--- config.mk ---
export PLATFORM = sky130hd
export DESIGN_NAME = rpam_div_cell
export DESIGN_NICKNAME = d
export VERILOG_FILES = /design/src/rpam_pkg.sv /design/src/rpam_div_cell.sv
export SDC_FILE = /design/constraint.sdc
export NUM_CORES = 1
export LEC_CHECK = 0
export BUFFER_PORTS_ARGS = -buffer_cell sky130_fd_sc_hd__buf_2
export CAP_MARGIN = 20
export CORE_MARGIN = 1
export CORE_UTILIZATION = 35
export DETAILED_ROUTE_END_ITERATION = 16
export GPL_ROUTABILITY_DRIVEN = 0
export RECOVER_POWER = 100
export SLEW_MARGIN = 40
export SYNTH_ARGS = -nofsm -noshare
export SYNTH_HDL_FRONTEND = slang
export SYNTH_SLANG_ARGS = --single-unit
--- constraint.sdc ---
create_clock -name clk -period 3.8 [get_ports clk]
set_clock_uncertainty 0.1 [all_clocks]
set_input_delay 0.38 -clock clk [delete_from_list [all_inputs] [get_ports clk]]
set_output_delay 0.38 -clock clk [all_outputs]
set_load 0.01 [all_outputs]
--- src/rpam_pkg.sv ---
`default_nettype none
package rpam_pkg;

  localparam int VW = 30;            // vector lane width, 24 fraction bits
  localparam int ZW = 28;            // angle accumulator, 1/2^24 turn
  localparam int QB = 20;            // density quotient bits
  localparam int NUMW = 44;          // density numerator width
  localparam int DENW = 33;          // density denominator width
  localparam int SYW = 26;           // bits of the sine lane used
  localparam int RCPW = 36;          // reciprocal width for sector centre
  localparam int RSH = 13;           // reciprocal scale beyond 2^23

  localparam int ANG_FULL = 16777216;
  localparam int ANG_HALF = 8388608;
  localparam int ANG_QUARTER = 4194304;
  localparam int ONE_Q24 = 16777216;
  localparam int INV_GAIN = 10188014;

  localparam logic [2:0] REG_BLADES = 3'd0;
  localparam logic [2:0] REG_ROT = 3'd1;
  localparam logic [2:0] REG_RED = 3'd2;
  localparam logic [2:0] REG_GREEN = 3'd3;
  localparam logic [2:0] REG_BLUE = 3'd4;

  localparam logic [23:0] ATAN_TAB [0:23] = '{
    24'd2097152, 24'd1238021, 24'd654136, 24'd332050, 24'd166669, 24'd83416,
    24'd41718, 24'd20860, 24'd10430, 24'd5215, 24'd2608, 24'd1304,
    24'd652, 24'd326, 24'd163, 24'd81, 24'd41, 24'd20,
    24'd10, 24'd5, 24'd3, 24'd1, 24'd1, 24'd0
  };

  typedef struct packed {
    logic [16:0] coord_u;
    logic [16:0] coord_v;
  } req_t;

  typedef struct packed {
    logic        inside_res;
    logic [31:0] out_red;
    logic [31:0] out_green;
    logic [31:0] out_blue;
    logic [31:0] density;
  } res_t;

  typedef struct packed {
    logic valid;
    logic origin;
  } tag_t;

  typedef struct packed {
    logic signed [VW-1:0] x;
    logic signed [VW-1:0] y;
  } point_t;

  typedef struct packed {
    logic signed [VW-1:0] x;
    logic signed [VW-1:0] y;
    logic signed [ZW-1:0] z;
  } vec_t;

  typedef struct packed {
    tag_t   tag;
    point_t orig;
    vec_t   v;
  } vec_bus_t;

  typedef struct packed {
    tag_t tag;
    vec_t pt;
    vec_t rf;
    vec_t sn;
  } rot_bus_t;

  typedef struct packed {
    tag_t            tag;
    logic            hit;
    logic            sflag;
    logic [DENW-1:0] den;
    logic [NUMW-1:0] rem;
    logic [QB-1:0]   quo;
  } div_bus_t;

  function automatic logic signed [ZW-1:0] atan_z(input int i);
    logic signed [ZW-1:0] a;
    a = $signed({{(ZW-24){1'b0}}, ATAN_TAB[i]});
    return a;
  endfunction

  function automatic vec_t vec_step(input vec_t v, input int i);
    logic signed [VW-1:0] dx, dy;
    vec_t o;
    dx = v.y >>> i;
    dy = v.x >>> i;
    o = v;
    if (v.y >= 0) begin
      o.x = v.x + dx;
      o.y = v.y - dy;
      o.z = v.z + atan_z(i);
    end else begin
      o.x = v.x - dx;
      o.y = v.y + dy;
      o.z = v.z - atan_z(i);
    end
    return o;
  endfunction

  function automatic vec_t rot_step(input vec_t v, input int i);
    logic signed [VW-1:0] dx, dy;
    vec_t o;
    dx = v.y >>> i;
    dy = v.x >>> i;
    o = v;
    if (v.z >= 0) begin
      o.x = v.x - dx;
      o.y = v.y + dy;
      o.z = v.z - atan_z(i);
    end else begin
      o.x = v.x + dx;
      o.y = v.y - dy;
      o.z = v.z + atan_z(i);
    end
    return o;
  endfunction

  // bring the angle into [-quarter, quarter] turn before the rotation stages
  function automatic vec_t rot_fold(input logic signed [VW-1:0] x,
                                    input logic signed [VW-1:0] y,
                                    input logic [23:0] ang);
    vec_t o;
    o.x = x;
    o.y = y;
    o.z = $signed({{(ZW-24){1'b0}}, ang});
    if (ang[23]) begin
      o.z = o.z - ZW'(ANG_FULL);
    end
    if (o.z > ZW'(ANG_QUARTER)) begin
      o.x = -x;
      o.y = -y;
      o.z = o.z - ZW'(ANG_HALF);
    end else if (o.z < -ZW'(ANG_QUARTER)) begin
      o.x = -x;
      o.y = -y;
      o.z = o.z + ZW'(ANG_HALF);
    end
    return o;
  endfunction

endpackage
`default_nettype wire

--- src/rpam_div_cell.sv ---
`default_nettype none
module rpam_div_cell import rpam_pkg::*; #(
  parameter int QBIT = 0
) (
  input  logic     clk,
  input  logic     rst,
  input  div_bus_t din,
  output div_bus_t dout
);

  logic [63:0] trial;
  logic [63:0] rem_w;
  div_bus_t    dout_next;

  assign trial = 64'(din.den) << QBIT;
  assign rem_w = 64'(din.rem);

  always_comb begin
    dout_next = din;
    if (rem_w >= trial) begin
      dout_next.rem = din.rem - trial[NUMW-1:0];
      dout_next.quo[QBIT] = 1'b1;
    end
  end

  always_ff @(posedge clk) begin
    if (rst) begin
      dout <= '0;
    end else begin
      dout <= dout_next;
    end
  end

endmodule
`default_nettype wire

# ---- Word-level counts from Yosys, hierarchy flattened
# Index checks and enable logic that the tools add are counted.
dict set report op_classes {
  muxes 2
  n_addsub 1
  magnitude_cmp 1
}
# cell count
set op_table {}
lappend op_table {{$ge 44x33->1} 1}
lappend op_table {{$mux 44} 1}
lappend op_table {{$sub 44x33->44} 1}
lappend op_table {{$mux 1} 1}
dict set report totals {
  ff_bits 101
  input_bits 103
  output_inout_bits 101
  elab_cells 11
}

# ---- Depth between registers and ports, before layout
# Gate-level depths: netlist of the first run.
dict set report logic_depth {
  word_depth 2
  ltp_mapped 13
  mapped_depth_nobuf 11
}

# ---- Worst setup path before layout of the first run
# No wires, ideal clock.
dict set report synth_timing {
  kind {input port to flip-flop}
  start {in din[20] (netlist name)}
  end {reg dout[54] (netlist name)}
  cell_stages 11
  setup_ns 0.123
  setup_slack_ns 0.931
  arrival_ns 2.645
  n_path_buf 0
  required_ns 3.577
  cell_sequence {inv_1 ha_1 fa_1 nor2b_4 o31a_1 o31ai_2 a211oi_4 o31a_4 nor2_4 nor4b_1 mux2_1}
}
dict set report synth_between {
  elab_chain_cells 2
  word_cells_on_any_way 3
  classes_between {add/sub (1); order compare (1); mux (1)}
}
# item line_no
set synth_rtl {}
lappend synth_rtl {{start: declaration} rpam_div_cell.sv:7} ;# input div_bus_t din,
lappend synth_rtl {{$sub 44x33->44 or $ge 44x33->1 (tied branches)} {rpam_div_cell.sv:21, rpam_div_cell.sv:20}}
lappend synth_rtl {{$mux 44 *} rpam_div_cell.sv:20} ;# if (rem_w >= trial) begin
lappend synth_rtl {{end signal: assignment} rpam_div_cell.sv:30} ;# dout <= dout_next;
lappend synth_rtl {{end: declaration} rpam_div_cell.sv:8} ;# output div_bus_t dout
# Every way passes the cells marked *; elsewhere a longest branch is shown, timed or not.
# A chain may end at the register's enable or synchronous reset.

# ---- Worst setup path in the final report of the first run
dict set report layout_timing {
  start {in din[35] (netlist name)}
  end {reg dout[58] (netlist name)}
}
# Same word-level chain as after synthesis.

==> results.ini, run 1 <==
[pwr]
ir_drop_v=0.000330
swShare=0.310
power.leakage_nw=2.91
seqPwrFrac=0.426
p_comb_frac=0.242
power_w=0.00274
p_per_area_nw_per_um2=402
clockPowerShare=0.332
power_switching_w=0.000847
p_int_w=0.00189

[worst_setup_path]
end_kind=flip-flop
worstSetupStartpointType=input port
cp_slowest_cell=o21ai_1
critPathMaxFanout=10
path_common_cell=o21ai_0
crit_family=compound AO/OA/AOI/OAI gates
path_buf_inv=1
path_cells=buf_2 -> ha_1 -> a21oi_1 -> o21ai_0 -> a221oi_1 -> o21ai_0 -> o31a_4 -> o21ai_1 -> nor4b_1 -> mux2_1
critPathKind=input port to flip-flop
cp.required_ns=3.94
cp.arrival_ns=3.38
cpPeakStageDelay_ns=0.58

[cells_and_area]
nets=985
top_register=dout
drive_above_1_share=0.179
fin_area_um2=6810
insertedDiodeCount=0
reg_top3=dout x101
final_cell_mix=clkbuf_1 (103), dfxtp_1 (101), buf_2 (101)
largest_register_ffs=101
syn2layout_area_growth_pct=23.6
layout_commonest_cell=clkbuf_1
final_cells=1064

[run_status]
status=complete, no violations

[place]
placedCellCount=1048
placed_cell_area_um2=6670
detailed_place_hpwl_um=11500
io_buffers=203

[floorplan]
pin_count=204
fp.coreArea_um2=15300
die_x_um=127
num_rows=45
die_h_um=127
die_area_um2=16200
start_util=0.361

[cts]
htree_levels=3
cts_root_buf=clkbuf_16
path_clk_slew_ns=0.07
cts_tree=yes
cts_setup_buffers=0
max-clock-path-buffers=2
ctsResizeCount=0
cts_sinks=101
postCtsHoldBufs=0
cts_buffers=9

[global_route]
antenna_found_initial=1
grt_usage=0.192
grt_pass1_vias=4939
grt_pass1_wl_um=24800
grt_max_degree=82
grt_overflow=0

[detailed_routing]
wl_per_cell_um=14.2
routed_via_density=4.89
drt_first_pass_iters=5
ant_nets=0
drc_errors=0
drtIter0Drc=260
totalWireLength_um=15200
vias=5201

[synth]
synthArstFlopShare=0
synth_seq_cells=101
synthSimpleGateAreaFrac=0.249
synth_top_family_by_area=simple AND/OR/NAND/NOR gates
ys_warn_count=0
synth_compound_area_frac=0.203
syn_avg_cell_area_um2=8.38
synth-xor-area-share=0.0318
syn-num-nets=794
synth_flop_cell=dfxtp_1
synth.area.mux_share=0.0102
synth-adder-area-share=0.0786
synth_edf_count=0
syn_inst=657
ys_types=78
synth_area_um2=5510
ys_seq_area_frac=0.367

[timing]
final.period_utilization=0.852
max_freq_mhz=309
maxSlewHeadroom=0.0372
finalSetupTns_ns=0
worst_slew_pin_slew_ns=1.44
setup_viol=0
fin_crit_ns=3.24
drv_slew=0
rsz0062_at_grt=no
hold_viol=0

[run]
max_cap_violations=0

[min_path]
hold_path_end=dout[4]$_SDFF_PP0_
worstHoldStart=din[4]
hp-class=input port to flip-flop
min_path_cells=2

layer usage:
layer  global-route usage  vias to the layer above  wire length, um
met4               0.0532                        2              183
met2                0.298                      158             6790
li1                     -                     2683                -
met5                    0                        -                8
met1                0.259                     2345             7180
met3               0.0532                       13              988
synth_stat cells (4+ instances only):
master / number / area, um2
and3_1: 4 / 25.0
nand3b_1: 7 / 52.6
inv_1: 40 / 150
nor4_1: 4 / 25.0
nor3_2: 4 / 40.0
nor3_1: 10 / 50.1
nand3_1: 8 / 40.0
xor2_1: 5 / 43.8
nor2b_1: 34 / 213
ha_1: 33 / 413
o31ai_1: 9 / 67.6
mux2_1: 5 / 56.3
dfxtp_1: 101 / 2020
a21o_1: 7 / 52.6
nand4_1: 11 / 68.8
clkbuf_1: 14 / 52.6
o21ai_1: 4 / 20.0
o211ai_1: 6 / 45.0
buf_2: 9 / 45.0
nor2_1: 64 / 240
a31oi_1: 4 / 25.0
nand2b_1: 6 / 37.5
o21bai_1: 5 / 37.5
xnor2_1: 15 / 131
or4_1: 7 / 52.6
nand2_1: 67 / 251
o21a_1: 8 / 60.1
or3_1: 6 / 37.5
o21ai_0: 24 / 120
a211oi_1: 8 / 60.1
a21oi_1: 68 / 340
buf_6: 4 / 45.0
power groups by stage:
stage / registers [W] / logic, W / clock network, W
floorplan: 0.00124 / 0.000399 / 0
global route: 0.00117 / 0.000743 / 0.000992
detailed placement: 0.00119 / 0.000683 / 0
finish: 0.00117 / 0.000662 / 0.000907
global placement: 0.00119 / 0.000686 / 0
CTS: 0.00116 / 0.000688 / 0.000944
stage by stage:
step | util | setup slack [ns] | hold WS, ns
finish | 0.446 | 0.561 | 0.129
global route | 0.446 | 0.317 | 0.111
CTS | 0.456 | 0.705 | 0.113
detailed placement | 0.437 | 0.336 | 0.493
global placement | 0.437 | 0.419 | 0.487
floorplan | - | 0.931 | 0.401
area by class of cell:
type	instances	area (um2)
clock buffers	10	239
clock inverters	6	51.3
fillers	1614	8450
inverters	40	150
multi-input cells	485	3130
flip-flops and latches	101	2020
well taps	211	264
repair buffers	211	948
worst max path at each step:
stage | startpoint | endpoint | slack (ns) | depth (start not counted)
6_report | din[35] | dout[58]$_SDFF_PP0_ | 0.56 | 10
5_1_grt | din[79] | dout[58]$_SDFF_PP0_ | 0.32 | 11
4_1_cts | din[20] | dout[20]$_SDFF_PP0_ | 0.70 | 12
3_5_place_dp | din[20] | dout[20]$_SDFF_PP0_ | 0.34 | 12
3_3_place_gp | din[20] | dout[20]$_SDFF_PP0_ | 0.42 | 12
2_1_floorplan | din[20] | dout[54]$_SDFF_PP0_ | 0.93 | 11
kinds of logic after synthesis:
kind of cell / count (synthesis)
AO/OA/AOI/OAI: 170
XOR/XNOR: 20
adder cells (fa/ha/maj): 34
buffers and inverters: 71
flip-flops: 101
multiplexers: 5
AND/OR/NAND/NOR: 256
No activity file was read; power rests on OpenSTA's default activity.
==> run 2, diff against run 1 <==
--- a/config.mk
+++ b/config.mk
@@ -8,9 +8,10 @@
 export BUFFER_PORTS_ARGS = -buffer_cell sky130_fd_sc_hd__buf_2
 export CAP_MARGIN = 20
 export CORE_MARGIN = 1
-export CORE_UTILIZATION = 35
+export CORE_UTILIZATION = 50
 export DETAILED_ROUTE_END_ITERATION = 16
 export GPL_ROUTABILITY_DRIVEN = 0
+export PLACE_DENSITY = 0.81
 export RECOVER_POWER = 100
 export SLEW_MARGIN = 40
 export SYNTH_ARGS = -nofsm -noshare
==> run 2 against run 1 <==
The flow now finishes with violations (max-capacitance violations, max-slew violations). Fmax decreased by 1.6%. Global-route usage is 5.7 points higher. Sequential share of layout area rose by 0.95 points. Critical path type unchanged. Core utilization is 18 points higher. Design area fell by 3.1%. Clock-buffer cell count is the same. Critical path depth increased by 3. Worst setup slack worse by 0.052 ns.
==> results.ini, run 2 (synthesis gave the netlist of run 1 again) <==
[cells_and_area]
nets=982  ; -0.30%
final_cells=986  ; -7.3%
utilization=0.628  ; +0.181
layout_commonest_cell=clkbuf_1
insertedDiodeCount=0  ; unchanged
final_cell_mix=clkbuf_1 (102), dfxtp_1 (101), buf_2 (101)
largest_register_ffs=101  ; unchanged
reg_top3=dout x101
final.fill_count=1002  ; -38%
drive_above_1_share=0.178  ; -0.00172
syn2layout_area_growth_pct=19.8
fin_area_um2=6600  ; -3.1%
top_register=dout

[cts]
cts_tree=yes
path_clk_slew_ns=0.10  ; +0.03 ns
max-clock-path-buffers=2  ; unchanged
cts_sinks=101  ; unchanged
cts_buffers=9  ; unchanged
ctsResizeCount=0  ; unchanged
htree_levels=3  ; unchanged
cts_setup_buffers=0  ; unchanged
postCtsHoldBufs=0  ; unchanged
cts_root_buf=clkbuf_8

[worst_setup_path]
cp.arrival_ns=3.46  ; +0.08 ns
worstSetupStartpointType=input port
cp_slowest_cell=a211oi_1
cpPeakStageDelay_ns=0.61  ; +0.03 ns
end_kind=flip-flop
cp.required_ns=3.97  ; +0.03 ns
crit_family=compound AO/OA/AOI/OAI gates
worstSetupStartpoint=din[20]
path_cells=buf_2 -> inv_1 -> ha_1 -> fa_1 -> nor2b_4 -> o31a_1 -> o31ai_1 -> a211oi_1 -> o31a_4 -> nor2_4 -> buf_4 -> or3b_2 -> a21oi_1
critPathMaxFanout=24  ; +14
critPathKind=input port to flip-flop
path_buf_inv=3  ; +2

[timing]
whs_ns=0.111  ; -0.0186 ns
rsz0062_at_grt=no
maxSlewHeadroom=-0.438  ; -0.475
setup_viol=0  ; unchanged
final.period_utilization=0.866  ; +0.0137
drv_slew=115  ; +115
fin_crit_ns=3.29  ; +0.0519 ns
worst_slew_pin_slew_ns=2.16  ; +0.713 ns
max_freq_mhz=304  ; -1.6%
finalSetupTns_ns=0  ; unchanged
hold_viol=0  ; unchanged

[detailed_routing]
ant_nets=0  ; unchanged
wl_per_cell_um=14.2  ; -0.44%
vias=5356  ; +3.0%
totalWireLength_um=14000  ; -7.7%
drt_first_pass_iters=6  ; +1
drc_errors=0  ; unchanged
routed_via_density=5.43  ; +11%
drtIter0Drc=326  ; +25%

[pwr]
seqPwrFrac=0.465  ; +0.039
power_switching_w=0.000785  ; -7.3%
p_comb_frac=0.262  ; +0.020
power.leakage_nw=2.86  ; -1.8%
p_int_w=0.00172  ; -8.7%
swShare=0.313  ; +0.00327
clockPowerShare=0.274  ; -0.058
ir_drop_v=0.000317  ; -3.9%
p_per_area_nw_per_um2=381  ; -5.3%

[floorplan]
fp.coreArea_um2=10500  ; -31%
pin_count=204  ; unchanged
die_area_um2=11400  ; -30%
start_util=0.524  ; +0.163
num_rows=37  ; -18%
die_x_um=107  ; -16%
die_h_um=107  ; -16%

[min_path]
worstHoldStart=din[100]
hp-class=input port to flip-flop

[place]
placedCellCount=970  ; -7.4%
detailed_place_hpwl_um=10600  ; -8.0%
placed_cell_area_um2=6560  ; -1.7%
io_buffers=203  ; unchanged

[global_route]
grt_pass1_vias=5056  ; +2.4%
grt_usage=0.249  ; +0.0572
grt_overflow=0  ; unchanged
antenna_found_initial=0  ; -1
grt_max_degree=115  ; +40%
grt_pass1_wl_um=23000  ; -7.0%

[run_status]
violations=max-capacitance violations, max-slew violations
status=finished with violations

[run]
max_cap_violations=1  ; +1

[run 2: layout make-up]
type                    count  area (um2)  share of cell area
inverters                  40         150              0.0228
clock buffers              10         128              0.0194
clock inverters             6        68.8              0.0104
multi-input cells         485        3130               0.474
flip-flops and latches    101        2020               0.307
repair buffers            208         927               0.141
well taps                 136         170              0.0258
[run 2: worst paths after layout]
check | end | slack [ns] | cells past startpoint
worst max-delay path | dout[28]$_SDFF_PP0_ | 0.51 | 13
worst min-delay path | dout[100]$_SDFF_PP0_ | 0.11 | 2
[run 2: power by group through the flow]
stage | registers (W) | logic, W | clock network [W]
5_1_grt | 0.00118 | 0.000731 | 0.000760
2_1_floorplan | 0.00124 | 0.000399 | 0
3_3_place_gp | 0.00119 | 0.000664 | 0
3_5_place_dp | 0.00119 | 0.000672 | 0
6_report | 0.00117 | 0.000657 | 0.000687
4_1_cts | 0.00116 | 0.000678 | 0.000711
[run 2: routing by layer]
layer  track usage  routed length, um  vias to the layer above
met5             0                  0                        -
met4        0.0802                229                        0
met3        0.0596                973                       22
met2         0.407               6530                      208
met1         0.322               6250                     2453
li1              -                  -                     2673
[run 2: per-stage QoR]
stage          worst slack [ns]  total power (W)
3_5_place_dp              0.480          0.00186
4_1_cts                   0.861          0.00255
5_1_grt                   0.378          0.00267
2_1_floorplan             0.931          0.00164
3_3_place_gp              0.597          0.00185
6_report                  0.509          0.00251
