$ cat src/rpam_pkg.sv
`default_nettype none
package rpam_pkg;

  localparam int VW = 30;            // vector lane width, 24 fraction bits
  localparam int ZW = 28;            // angle accumulator, 1/2^24 turn
  localparam int QB = 20;            // density quotient bits
  localparam int NUMW = 44;          // density numerator width
  localparam int DENW = 33;          // density denominator width
  localparam int SYW = 26;           // bits of the sine lane used
  localparam int RCPW = 36;          // reciprocal width for sector centre
  localparam int RSH = 13;           // reciprocal scale beyond 2^23

  localparam int ANG_FULL = 16777216;
  localparam int ANG_HALF = 8388608;
  localparam int ANG_QUARTER = 4194304;
  localparam int ONE_Q24 = 16777216;
  localparam int INV_GAIN = 10188014;

  localparam logic [2:0] REG_BLADES = 3'd0;
  localparam logic [2:0] REG_ROT = 3'd1;
  localparam logic [2:0] REG_RED = 3'd2;
  localparam logic [2:0] REG_GREEN = 3'd3;
  localparam logic [2:0] REG_BLUE = 3'd4;

  localparam logic [23:0] ATAN_TAB [0:23] = '{
    24'd2097152, 24'd1238021, 24'd654136, 24'd332050, 24'd166669, 24'd83416,
    24'd41718, 24'd20860, 24'd10430, 24'd5215, 24'd2608, 24'd1304,
    24'd652, 24'd326, 24'd163, 24'd81, 24'd41, 24'd20,
    24'd10, 24'd5, 24'd3, 24'd1, 24'd1, 24'd0
  };

  typedef struct packed {
    logic [16:0] coord_u;
    logic [16:0] coord_v;
  } req_t;

  typedef struct packed {
    logic        inside_res;
    logic [31:0] out_red;
    logic [31:0] out_green;
    logic [31:0] out_blue;
    logic [31:0] density;
  } res_t;

  typedef struct packed {
    logic valid;
    logic origin;
  } tag_t;

  typedef struct packed {
    logic signed [VW-1:0] x;
    logic signed [VW-1:0] y;
  } point_t;

  typedef struct packed {
    logic signed [VW-1:0] x;
    logic signed [VW-1:0] y;
    logic signed [ZW-1:0] z;
  } vec_t;

  typedef struct packed {
    tag_t   tag;
    point_t orig;
    vec_t   v;
  } vec_bus_t;

  typedef struct packed {
    tag_t tag;
    vec_t pt;
    vec_t rf;
    vec_t sn;
  } rot_bus_t;

  typedef struct packed {
    tag_t            tag;
    logic            hit;
    logic            sflag;
    logic [DENW-1:0] den;
    logic [NUMW-1:0] rem;
    logic [QB-1:0]   quo;
  } div_bus_t;

  function automatic logic signed [ZW-1:0] atan_z(input int i);
    logic signed [ZW-1:0] a;
    a = $signed({{(ZW-24){1'b0}}, ATAN_TAB[i]});
    return a;
  endfunction

  function automatic vec_t vec_step(input vec_t v, input int i);
    logic signed [VW-1:0] dx, dy;
    vec_t o;
    dx = v.y >>> i;
    dy = v.x >>> i;
    o = v;
    if (v.y >= 0) begin
      o.x = v.x + dx;
      o.y = v.y - dy;
      o.z = v.z + atan_z(i);
    end else begin
      o.x = v.x - dx;
      o.y = v.y + dy;
      o.z = v.z - atan_z(i);
    end
    return o;
  endfunction

  function automatic vec_t rot_step(input vec_t v, input int i);
    logic signed [VW-1:0] dx, dy;
    vec_t o;
    dx = v.y >>> i;
    dy = v.x >>> i;
    o = v;
    if (v.z >= 0) begin
      o.x = v.x - dx;
      o.y = v.y + dy;
      o.z = v.z - atan_z(i);
    end else begin
      o.x = v.x + dx;
      o.y = v.y - dy;
      o.z = v.z + atan_z(i);
    end
    return o;
  endfunction

  // bring the angle into [-quarter, quarter] turn before the rotation stages
  function automatic vec_t rot_fold(input logic signed [VW-1:0] x,
                                    input logic signed [VW-1:0] y,
                                    input logic [23:0] ang);
    vec_t o;
    o.x = x;
    o.y = y;
    o.z = $signed({{(ZW-24){1'b0}}, ang});
    if (ang[23]) begin
      o.z = o.z - ZW'(ANG_FULL);
    end
    if (o.z > ZW'(ANG_QUARTER)) begin
      o.x = -x;
      o.y = -y;
      o.z = o.z - ZW'(ANG_HALF);
    end else if (o.z < -ZW'(ANG_QUARTER)) begin
      o.x = -x;
      o.y = -y;
      o.z = o.z + ZW'(ANG_HALF);
    end
    return o;
  endfunction

endpackage
`default_nettype wire

$ cat src/rpam_vec_cell.sv
`default_nettype none
module rpam_vec_cell import rpam_pkg::*; #(
  parameter int STAGE = 0
) (
  input  logic     clk,
  input  logic     rst,
  input  vec_bus_t din,
  output vec_bus_t dout
);

  vec_bus_t dout_next;

  always_comb begin
    dout_next = din;
    dout_next.v = vec_step(din.v, STAGE);
  end

  always_ff @(posedge clk) begin
    if (rst) begin
      dout <= '0;
    end else begin
      dout <= dout_next;
    end
  end

endmodule
`default_nettype wire

$ cat config.mk
export PLATFORM = sky130hd
export DESIGN_NAME = rpam_vec_cell
export DESIGN_NICKNAME = d
export VERILOG_FILES = /design/src/rpam_pkg.sv /design/src/rpam_vec_cell.sv
export SDC_FILE = /design/constraint.sdc
export NUM_CORES = 1
export LEC_CHECK = 0
export ABC_AREA = 1
export BUFFER_PORTS_ARGS = -buffer_cell sky130_fd_sc_hd__buf_2
export CORE_ASPECT_RATIO = 0.75
export CORE_UTILIZATION = 45
export CTS_BUF_LIST = sky130_fd_sc_hd__clkbuf_16
export CTS_CLUSTER_SIZE = 30
export DETAILED_ROUTE_END_ITERATION = 12
export GPL_TIMING_DRIVEN = 0
export PLACE_DENSITY_LB_ADDON = 0.12
export SLEW_MARGIN = 15
export SYNTH_ARGS = -nofsm -noshare
export SYNTH_HDL_FRONTEND = slang
export SYNTH_SLANG_ARGS = --single-unit
$ cat constraint.sdc
create_clock -name clk -period 3.75 [get_ports clk]
set_input_delay 0.5625 -clock clk [delete_from_list [all_inputs] [get_ports clk]]
set_output_delay 0.5625 -clock clk [all_outputs]
set_load 0.01 [all_outputs]
== Word-level counts from Yosys, hierarchy flattened ==
Index checks and enable logic that the tools add are counted.
W data, S select, Z words.
Word-level totals
  bits in registers: 150
  input bits: 152
  output and inout bits: 150
  word-level logic and storage cells: 14
Cells by class
  add/sub/neg operators: 5
  $lt $le $gt $ge: 1
  mux-type cells: 1
Operators by type and width (count)
  $mux W88: 1
  $sub A30 B30 Y30: 2
  $add A30 B30 Y30: 1
  $ge A30 B1 Y1 const B: 1
  $add A28 B23 Y28 const B: 1
  $sub A28 B23 Y28 const B: 1

== Longest topological paths before layout ==
Gate-level depths: netlist of the first run.
  depth after elaboration: 2
  gate-level depth with buffers: 16
  depth with buffers taken out: 15

== Worst setup path before layout of the first run ==
Ideal clock, no wire load.
  path type: input-to-reg
  start point: in din[28] (netlist bit)
  end point: reg dout[56] (netlist bit)
  setup time: 112 ps
  arrival: 1979 ps
  data required time: 3638 ps
  setup slack: 1659 ps
  stages: 13
  path buffers: 0
  cell sequence: ha_1 -> fa_1 -> nand2_1 -> nand2_1 -> and2_1 -> nand2_1 -> nand3_1 -> nand2_1 -> nand3_1 -> nand2_1 -> nand2_1 -> nor2_1 -> nor2_1
Between the ends
  longest elaborated chain between the ends: 2
  elaborated cells between the ends (all ways): 4
  those cells by class: add/sub: 2; order compare: 1; mux: 1
RTL lines
  start: declaration: RTL line rpam_vec_cell.sv:7  | input vec_bus_t din,
  $add A30 B30 Y30 (tied with other cells): RTL line rpam_pkg.sv:101  | o.y = v.y + dy;
  $mux W88 (*): RTL line rpam_pkg.sv:95  | if (v.y >= 0) begin
  end signal: assignment: RTL line rpam_vec_cell.sv:22  | dout <= dout_next;
  end: declaration: RTL line rpam_vec_cell.sv:8  | output vec_bus_t dout
Every way passes the cells marked *; elsewhere a longest branch is shown, timed or not.
A chain may end at the register's enable or synchronous reset.

== Worst setup path after layout of the first run ==
  start point: in din[28] (netlist bit)
  end point: reg dout[44] (netlist bit)
Same word-level chain as after synthesis.

==> metrics.sh, run 1 <==
GLOBALROUTEOVERFLOWTOTAL=0
SYNTH_TOP_CELL_AREA_SHARE=0.271
NETLIST_AREA_SQ_MM=0.0110
REG_TOP3='dout: 149 flops'
SETUP_CRIT_END_KIND='register'
CLOCK_TREE_FROM_TRITONCTS='yes'
MAIN_COMBINATIONAL_CELL_FAMILY_BY_AREA_AFTER_SYNTHESIS='simple AND/OR/NAND/NOR gates'
NUM-NETS-FINAL=2391
NETLIST_TOP_CELLS_AREA='sky130_fd_sc_hd__dfxtp_1 (27%), sky130_fd_sc_hd__nand2_1 (18%), sky130_fd_sc_hd__inv_1 (13%)'
PLACED_CELLS=2460
NUMBER_OF_DIODES=0
FIN_TNS_SETUP_NS=0
VIA_COUNT=12100
CRITPATHLAUNCH='din[28]'
DP_WORST_SETUP_SLACK_NS=1.02
CRITPATHCAPTURE='dout[44]$_SDFF_PP0_'
CTSROOTBUFFERMASTER='sky130_fd_sc_hd__clkbuf_16'
POWER_DENSITY_mW_PER_MM2=376
CLOCK-SINKS=149
DOMINANTREGCELLSYNTH='sky130_fd_sc_hd__dfxtp_1'
SYNTH_EDF_COUNT=0
PORTBUFFERS=301
SETUP_VIOLATIONS=0
GPL_CONGESTION=0.970
POWER.SHARE.COMBINATIONAL=0.316
MAX_CAP_VIOL_COUNT=0
POWER.SWITCHING_FRACTION=0.371
FIN_UTIL=0.564
POWER.NET_SWITCHING_mW=1.89
AREA_GROWTH_PCT=22.8
SYNTH-SEQ-AREA-SHARE=0.271
RSZ_0062_RAISED_AFTER_GLOBAL_ROUTING='no'
DR.PASS1.ITERS=6
MAX_SLEW_VIOLATION_COUNT=0
POSTSYNTH.ASYNCRESETSHARE=0
SYNTHESIS.AREA_PER_INSTANCE_SQ_UM=6.03
SYNTH_LARGEST_AREA_CELL='sky130_fd_sc_hd__dfxtp_1'
GROUTE.USAGE.OVERALL=0.301
DIE_WIDTH_UM=183
SYN_NETS=2071
CORE_AREA_SQ_MM=0.0240
DRT-VIAS-PER-INSTANCE=4.84
NUMBER_OF_GLOBAL_ROUTE_VIAS_BEFORE_REPAIR=10700
STARTPOINT_CLASS_OF_THE_CRITICAL_PATH='input port'
MOST_FREQUENT_CELL_AFTER_SYNTHESIS='sky130_fd_sc_hd__nand2_1'
CRITPATHREQUIREDTIME_NS=4.09
SYNTH_CELLS=1828
HPWL_MM=31.7
MAX-VDD-IR-DROP_mV=0.351
REL_SLEW_SLACK=0.353
WORST-ENDPOINT-ARRIVAL_NS=2.72
SYNTH_FA_HA_AREA_FRAC=0.105
SETUP_SLACK_NS=1.37
CRIT_TYPE='input port to register'
POWER_REPORT.INTERNAL_TOTAL_mW=3.20
FINALWIRELENGTH_MM=38.4
PERIOD_NEEDED_NS=2.38
HOLD_VIOL=0
SYNTH_CELL_TYPE_COUNT=37
PORTS=302
CLK_PATH_BUF_DEPTH=2
POST_CTS_HOLD_BUFFER_COUNT=0
CTS_MADE_BUFFERS=17
MULTIPLEXER_AREA_FRACTION_AFTER_SYNTHESIS=0
OUTCOME='finished, final reports clean'
WL_PER_CELL_UM=15.4
FINAL.PERIOD_UTILIZATION=0.635
GRT_PASS1_WL_MM=57.0
CTS.REPORTEDPATHS.CLKPINSLEW_NS=0.08
TOTAL_LEAKAGE_POWER_nW=8.19
INITIAL_CORE_UTIL=0.460
HOLDCRITPATHCLASS='input port to register'
DRT_ITER0_MARKERS=1055
POSTCTSSETUPBUFFERS=0
MAX_REG_FLOPS=149
DR_DRC_COUNT=0
POWER_FRAC_SEQ=0.342
DRTANTENNAVIOLNETS=0
WORST_SLEW_PIN_TRAN_NS=0.970
MAX_CLOCK_FREQ_MHz=420
H-TREE-DEPTH=4
CTS_RESIZED=0
YOSYS.AREA_SHARE.XOR_XNOR=0.0231
GRT_ANTENNA_BEFORE_REPAIR=0
REGMOSTFLOPS='dout'
CRITICAL_PATH_PEAK_FANOUT=3
P_CLK_FRAC=0.342
SYNTH-SEQ-CELLS=149
SYNTHTOPCELLSBYCOUNT='sky130_fd_sc_hd__nand2_1 (533), sky130_fd_sc_hd__inv_1 (373), sky130_fd_sc_hd__nor2_1 (249), sky130_fd_sc_hd__dfxtp_1 (149), sky130_fd_sc_hd__nand3_1 (102)'
NON_FILLER_CELLS_FINAL=2491
GRT_START_MAX_NET_PINS=17
DIE_HEIGHT_UM=138
AREA_FRACTION_IN_COMPOUND_GATES_AFTER_SYNTHESIS=0.0802
POWER.TOTAL_mW=5.09
DIE_AREA_SQ_MM=0.0251
YOSYSWARNINGS=0
ROWS=49
SYNTH-SIMPLE-AREA-SHARE=0.360
POST_ROUTE_CELLS_DRIVE_ABOVE_1_SHARE=0.192
routing by layer:
layer	part of all wire	routed length, um	track usage
met5	0	0	0
met1	0.45	17500	0.427
met2	0.42	16100	0.452
met4	0.014	548	0.0761
met3	0.11	4300	0.0772
through the flow:
stage | hold WS, ns | instance area [sq um]
final | 0.320 | 13500
after global routing | 0.312 | 13500
after CTS | 0.302 | 13500
after detailed placement | 0.768 | 12900
after global placement | 0.761 | 12900
after floorplan | 0.635 | 11000
worst max-delay path, cell delays in order:
cell	delay [ns]
sky130_fd_sc_hd__buf_2	0.10
sky130_fd_sc_hd__inv_1	0.04
sky130_fd_sc_hd__ha_1	0.22
sky130_fd_sc_hd__fa_1	0.42
sky130_fd_sc_hd__inv_1	0.25
sky130_fd_sc_hd__nand2_1	0.12
sky130_fd_sc_hd__nand3_1	0.19
sky130_fd_sc_hd__nand2_1	0.10
sky130_fd_sc_hd__nand2_1	0.15
sky130_fd_sc_hd__nand2_1	0.09
sky130_fd_sc_hd__nand3_1	0.09
sky130_fd_sc_hd__nand3_1	0.09
sky130_fd_sc_hd__a21oi_1	0.27
power groups by stage:
stage / Sequential, mW / Combinational (mW) / Clock (mW)
finish: 1.74 / 1.61 / 1.74
detailed placement: 1.78 / 1.56 / 0
floorplan: 1.85 / 0.922 / 0
CTS: 1.74 / 1.57 / 1.77
global route: 1.75 / 1.77 / 1.82
global placement: 1.77 / 1.55 / 0
layout by cell type, fill, tap and decap left out, types with 3 or more instances in the layout:
master,synthesis,layout
sky130_fd_sc_hd__nand2_1,533,533
sky130_fd_sc_hd__inv_1,373,373
sky130_fd_sc_hd__buf_2,9,310
sky130_fd_sc_hd__nor2_1,249,249
sky130_fd_sc_hd__dfxtp_1,149,149
sky130_fd_sc_hd__nand3_1,102,102
sky130_fd_sc_hd__a21oi_1,98,98
sky130_fd_sc_hd__ha_1,88,88
sky130_fd_sc_hd__o21ai_0,34,34
sky130_fd_sc_hd__nand4_1,29,29
sky130_fd_sc_hd__xor2_1,25,25
sky130_fd_sc_hd__buf_4,21,21
sky130_fd_sc_hd__clkbuf_16,0,17
sky130_fd_sc_hd__clkbuf_1,16,16
sky130_fd_sc_hd__nor2_2,15,15
sky130_fd_sc_hd__o21bai_1,14,14
sky130_fd_sc_hd__nand2_2,10,10
sky130_fd_sc_hd__buf_6,6,6
sky130_fd_sc_hd__nand3_2,6,6
sky130_fd_sc_hd__buf_1,6,6
sky130_fd_sc_hd__inv_2,6,6
sky130_fd_sc_hd__o21ai_1,5,5
sky130_fd_sc_hd__nor3_1,5,5
sky130_fd_sc_hd__a21oi_2,4,4
sky130_fd_sc_hd__xnor2_1,4,4
sky130_fd_sc_hd__inv_6,0,4
sky130_fd_sc_hd__o21a_1,3,3
sky130_fd_sc_hd__fa_1,3,3
sky130_fd_sc_hd__inv_8,0,3
how the worst min path moves through the flow:
stage	startpoint	end	slack [ns]	depth (start not counted)
after global placement	din[123]	dout[123]$_SDFF_PP0_	0.76	3
after detailed placement	din[96]	dout[96]$_SDFF_PP0_	0.77	3
after CTS	din[131]	dout[131]$_SDFF_PP0_	0.30	3
after floorplan	din[21]	dout[21]$_SDFF_PP0_	0.63	1
after global routing	din[125]	dout[125]$_SDFF_PP0_	0.31	3
final	din[6]	dout[6]$_SDFF_PP0_	0.32	3
area by class of cell:
class / instances / area (sq um)
multi-input cells: 1242 / 6260
clock buffers: 17 / 425
plain buffers: 58 / 353
flip-flops and latches: 149 / 2980
fillers: 2525 / 10400
inverters: 379 / 1420
well taps: 331 / 414
repair buffers: 301 / 1510
clock inverters: 14 / 164
cell families (layout without fill, tap and decap cells):
kind of cell             after synthesis  count (layout)
adder cells (fa/ha/maj)               91              91
XOR/XNOR                              29              29
flip-flops                           149             149
AO/OA/AOI/OAI                        163             163
AND/OR/NAND/NOR                      959             959
buffers and inverters                437             769
Note: power is estimated with default switching activity, not from simulation.
==> run 2, diff against run 1 <==
==> constraint.sdc (replaced) <==
create_clock -name clk -period 2 [get_ports clk]
set_input_delay 0.3 -clock clk [delete_from_list [all_inputs] [get_ports clk]]
set_output_delay 0.3 -clock clk [all_outputs]
set_load 0.01 [all_outputs]
==> run 2 against run 1 <==
Global-route usage unchanged. Sequential share of layout area decreased by 0.079 points. Cell count about the same. Sequential power increased by 88%. Clock-buffer cell count unchanged. Critical path depth increased by 2. Sequential cell count unchanged. Non-clock buffer count increased by 1. Highest routed layer unchanged. Total power increased by 88%. Critical path type unchanged. Wire length increased by 0.39%. Worst hold slack got worse by 0.26 ns.
==> metrics.sh, run 2 (synthesized netlist as in run 1, its figures left out) <==
POWER_REPORT.INTERNAL_TOTAL_mW=6.01  # +88%
CLOCK_TREE_FROM_TRITONCTS='yes'
MIN_FROM='din[6]'
OUTCOME='finished, final reports clean'
LAYOUT.CELLS.MOST_COMMON='sky130_fd_sc_hd__nand2_1'
PORTBUFFERS=301  # unchanged
POWER.SHARE.COMBINATIONAL=0.317  # about the same
CLK_PATH_BUF_DEPTH=2  # unchanged
FINALWIRELENGTH_MM=38.6  # +0.39%
MAX_REG_FLOPS=149  # unchanged
GRT_ANTENNA_BEFORE_REPAIR=0  # unchanged
MAX_CLOCK_FREQ_MHz=523
INITIAL_CORE_UTIL=0.460  # unchanged
NUM-NETS-FINAL=2392  # +0.042%
DRTANTENNAVIOLNETS=0  # unchanged
DR.PASS1.ITERS=5  # -1
GPL_CONGESTION=0.970  # unchanged
DRT-VIAS-PER-INSTANCE=4.87  # +0.63%
CTS_MADE_BUFFERS=17  # unchanged
CRIT_TYPE='input port to register'
POWER.SWITCHING_FRACTION=0.371  # about the same
CORE_AREA_SQ_MM=0.0240  # unchanged
HOLDCRITPATHCLASS='input port to register'
DRT_ITER0_MARKERS=1040  # -1.4%
DR_DRC_COUNT=0  # unchanged
POWER.NET_SWITCHING_mW=3.54  # +88%
POST_CTS_HOLD_BUFFER_COUNT=0  # unchanged
DIE_HEIGHT_UM=138  # unchanged
DIE_AREA_SQ_MM=0.0251  # unchanged
HPWL_MM=31.7  # unchanged
WORST_HOLD_PATH.NUM_CELLS=3  # unchanged
AREA_GROWTH_PCT=23.2
NFILLCELLS=2518  # -0.28%
MAX_SLEW_VIOLATION_COUNT=0  # unchanged
DP_WORST_SETUP_SLACK_NS=-0.464  # -1.49 ns
REGMOSTFLOPS='dout'
PERIOD_NEEDED_NS=1.91
H-TREE-DEPTH=4  # unchanged
GLOBALROUTEOVERFLOWTOTAL=0  # unchanged
CTS.REPORTEDPATHS.CLKPINSLEW_NS=0.07  # about the same
FIN_UTIL=0.566  # +0.00204
CRITICAL_PATH_PEAK_FANOUT=4  # +1
WORST-ENDPOINT-ARRIVAL_NS=2.24  # -0.48 ns
REG_TOP3='dout: 149 flops'
MAX-VDD-IR-DROP_mV=0.665  # +89%
GRT_PASS1_WL_MM=57.0  # unchanged
POST_ROUTE_CELLS_DRIVE_ABOVE_1_SHARE=0.197  # +0.00454
GROUTE.USAGE.OVERALL=0.301  # unchanged
CRITPATHREQUIREDTIME_NS=2.33  # -1.76 ns
NUMBER_OF_DIODES=0  # unchanged
FINAL.PERIOD_UTILIZATION=0.956
LAYOUT.CELLS.MOST_COMMON_LIST='sky130_fd_sc_hd__nand2_1 (531), sky130_fd_sc_hd__inv_1 (371), sky130_fd_sc_hd__buf_2 (310)'
WL_PER_CELL_UM=15.5  # +0.35%
NUMBER_OF_GLOBAL_ROUTE_VIAS_BEFORE_REPAIR=10700  # unchanged
HOLD_VIOL=0  # unchanged
MAX_CAP_VIOL_COUNT=0  # unchanged
GRT_START_MAX_NET_PINS=17  # unchanged
POWER_DENSITY_mW_PER_MM2=704  # +87%
STARTPOINT_CLASS_OF_THE_CRITICAL_PATH='input port'
WHS_ENDPOINT='dout[6]$_SDFF_PP0_'
ROWS=49  # unchanged
SETUP_SLACK_NS=0.0886  # -1.28 ns
CTSROOTBUFFERMASTER='sky130_fd_sc_hd__clkbuf_16'
P_CLK_FRAC=0.341  # about the same
WORST_SLEW_PIN_TRAN_NS=1.00  # +0.0348 ns
PORTS=302  # unchanged
SETUP_CRIT_END_KIND='register'
POWER_FRAC_SEQ=0.342  # about the same
REL_SLEW_SLACK=0.330  # -0.0232
DIE_WIDTH_UM=183  # unchanged
SETUP_VIOLATIONS=0  # unchanged
TOTAL_LEAKAGE_POWER_nW=8.22  # +0.30%
CLOCK-SINKS=149  # unchanged
VIA_COUNT=12100  # +0.67%
==> run 2: worst max path at each step <==
| stage | start | end | slack, ns | cells after the start |
|---|---|---|---|---|
| final | din[28] | dout[54]$_SDFF_PP0_ | 0.09 | 15 |
| after global routing | din[28] | dout[52]$_SDFF_PP0_ | -0.004 | 15 |
| after CTS | din[58] | dout[82]$_SDFF_PP0_ | 0.04 | 15 |
| after detailed placement | din[28] | dout[44]$_SDFF_PP0_ | -0.46 | 13 |
| after global placement | din[28] | dout[44]$_SDFF_PP0_ | -0.46 | 13 |
| after floorplan | din[28] | dout[56]$_SDFF_PP0_ | 0.17 | 13 |
==> run 2: critical path: stages <==
cell and delay, ns:
sky130_fd_sc_hd__buf_2 0.11, sky130_fd_sc_hd__ha_1 0.23, sky130_fd_sc_hd__fa_1 0.41, sky130_fd_sc_hd__nand2_1 0.13, sky130_fd_sc_hd__nand2_1 0.12, sky130_fd_sc_hd__nand3_1 0.09, sky130_fd_sc_hd__nand2_1 0.11, sky130_fd_sc_hd__nand2_1 0.10
sky130_fd_sc_hd__nand2_2 0.10, sky130_fd_sc_hd__nand2_1 0.12, sky130_fd_sc_hd__nand3b_1 0.09, sky130_fd_sc_hd__nand2_1 0.06, sky130_fd_sc_hd__nand2_1 0.07, sky130_fd_sc_hd__nor2_1 0.14, sky130_fd_sc_hd__nor2_1 0.06
==> run 2: area by class of cell <==
type	instances	area (sq um)	area share
Buffer	58	353	0.0260
Clock buffer	17	425	0.0313
Clock inverter	14	164	0.0121
Inverter	379	1420	0.105
Multi-Input combinational cell	1242	6290	0.463
Sequential cell	149	2980	0.220
Tap cell	331	414	0.0305
Timing Repair Buffer	302	1530	0.112
==> run 2: per-stage QoR <==
step | hold WS, ns | cells | total power [mW] | area, sq um | setup TNS (ns)
2_1_floorplan | 0.372 | 1828 | 5.20 | 11000 | 0
3_3_place_gp | 0.499 | 2460 | 6.23 | 12900 | -9.95
3_5_place_dp | 0.506 | 2460 | 6.27 | 12900 | -10.45
4_1_cts | 0.0396 | 2491 | 9.53 | 13500 | 0
5_1_grt | 0.0497 | 2492 | 10.0 | 13600 | -0.00552
6_report | 0.0555 | 2492 | 9.55 | 13600 | 0
==> run 2: per-layer routing <==
metal / wire length [um] / track usage / vias up
met3: 4400 / 0.0772 / 26
met2: 16400 / 0.452 / 589
met5: 0 / 0 / -
li1: - / - / 6117
met1: 17400 / 0.427 / 5399
met4: 416 / 0.0761 / 0
==> run 2: power by group through the flow <==
stage                     sequential [mW]  clock (mW)  combinational (mW)
after floorplan                      3.47           0                1.73
after global placement               3.32           0                2.91
after detailed placement             3.33           0                2.93
after CTS                            3.27        3.31                2.95
after global routing                 3.29        3.41                3.34
final                                3.27        3.26                3.03
==> run 2: timing repair <==
action                     CTS  global route
resized for setup            1             8
setup endpoints to repair    1            11
buffers inserted             0             1
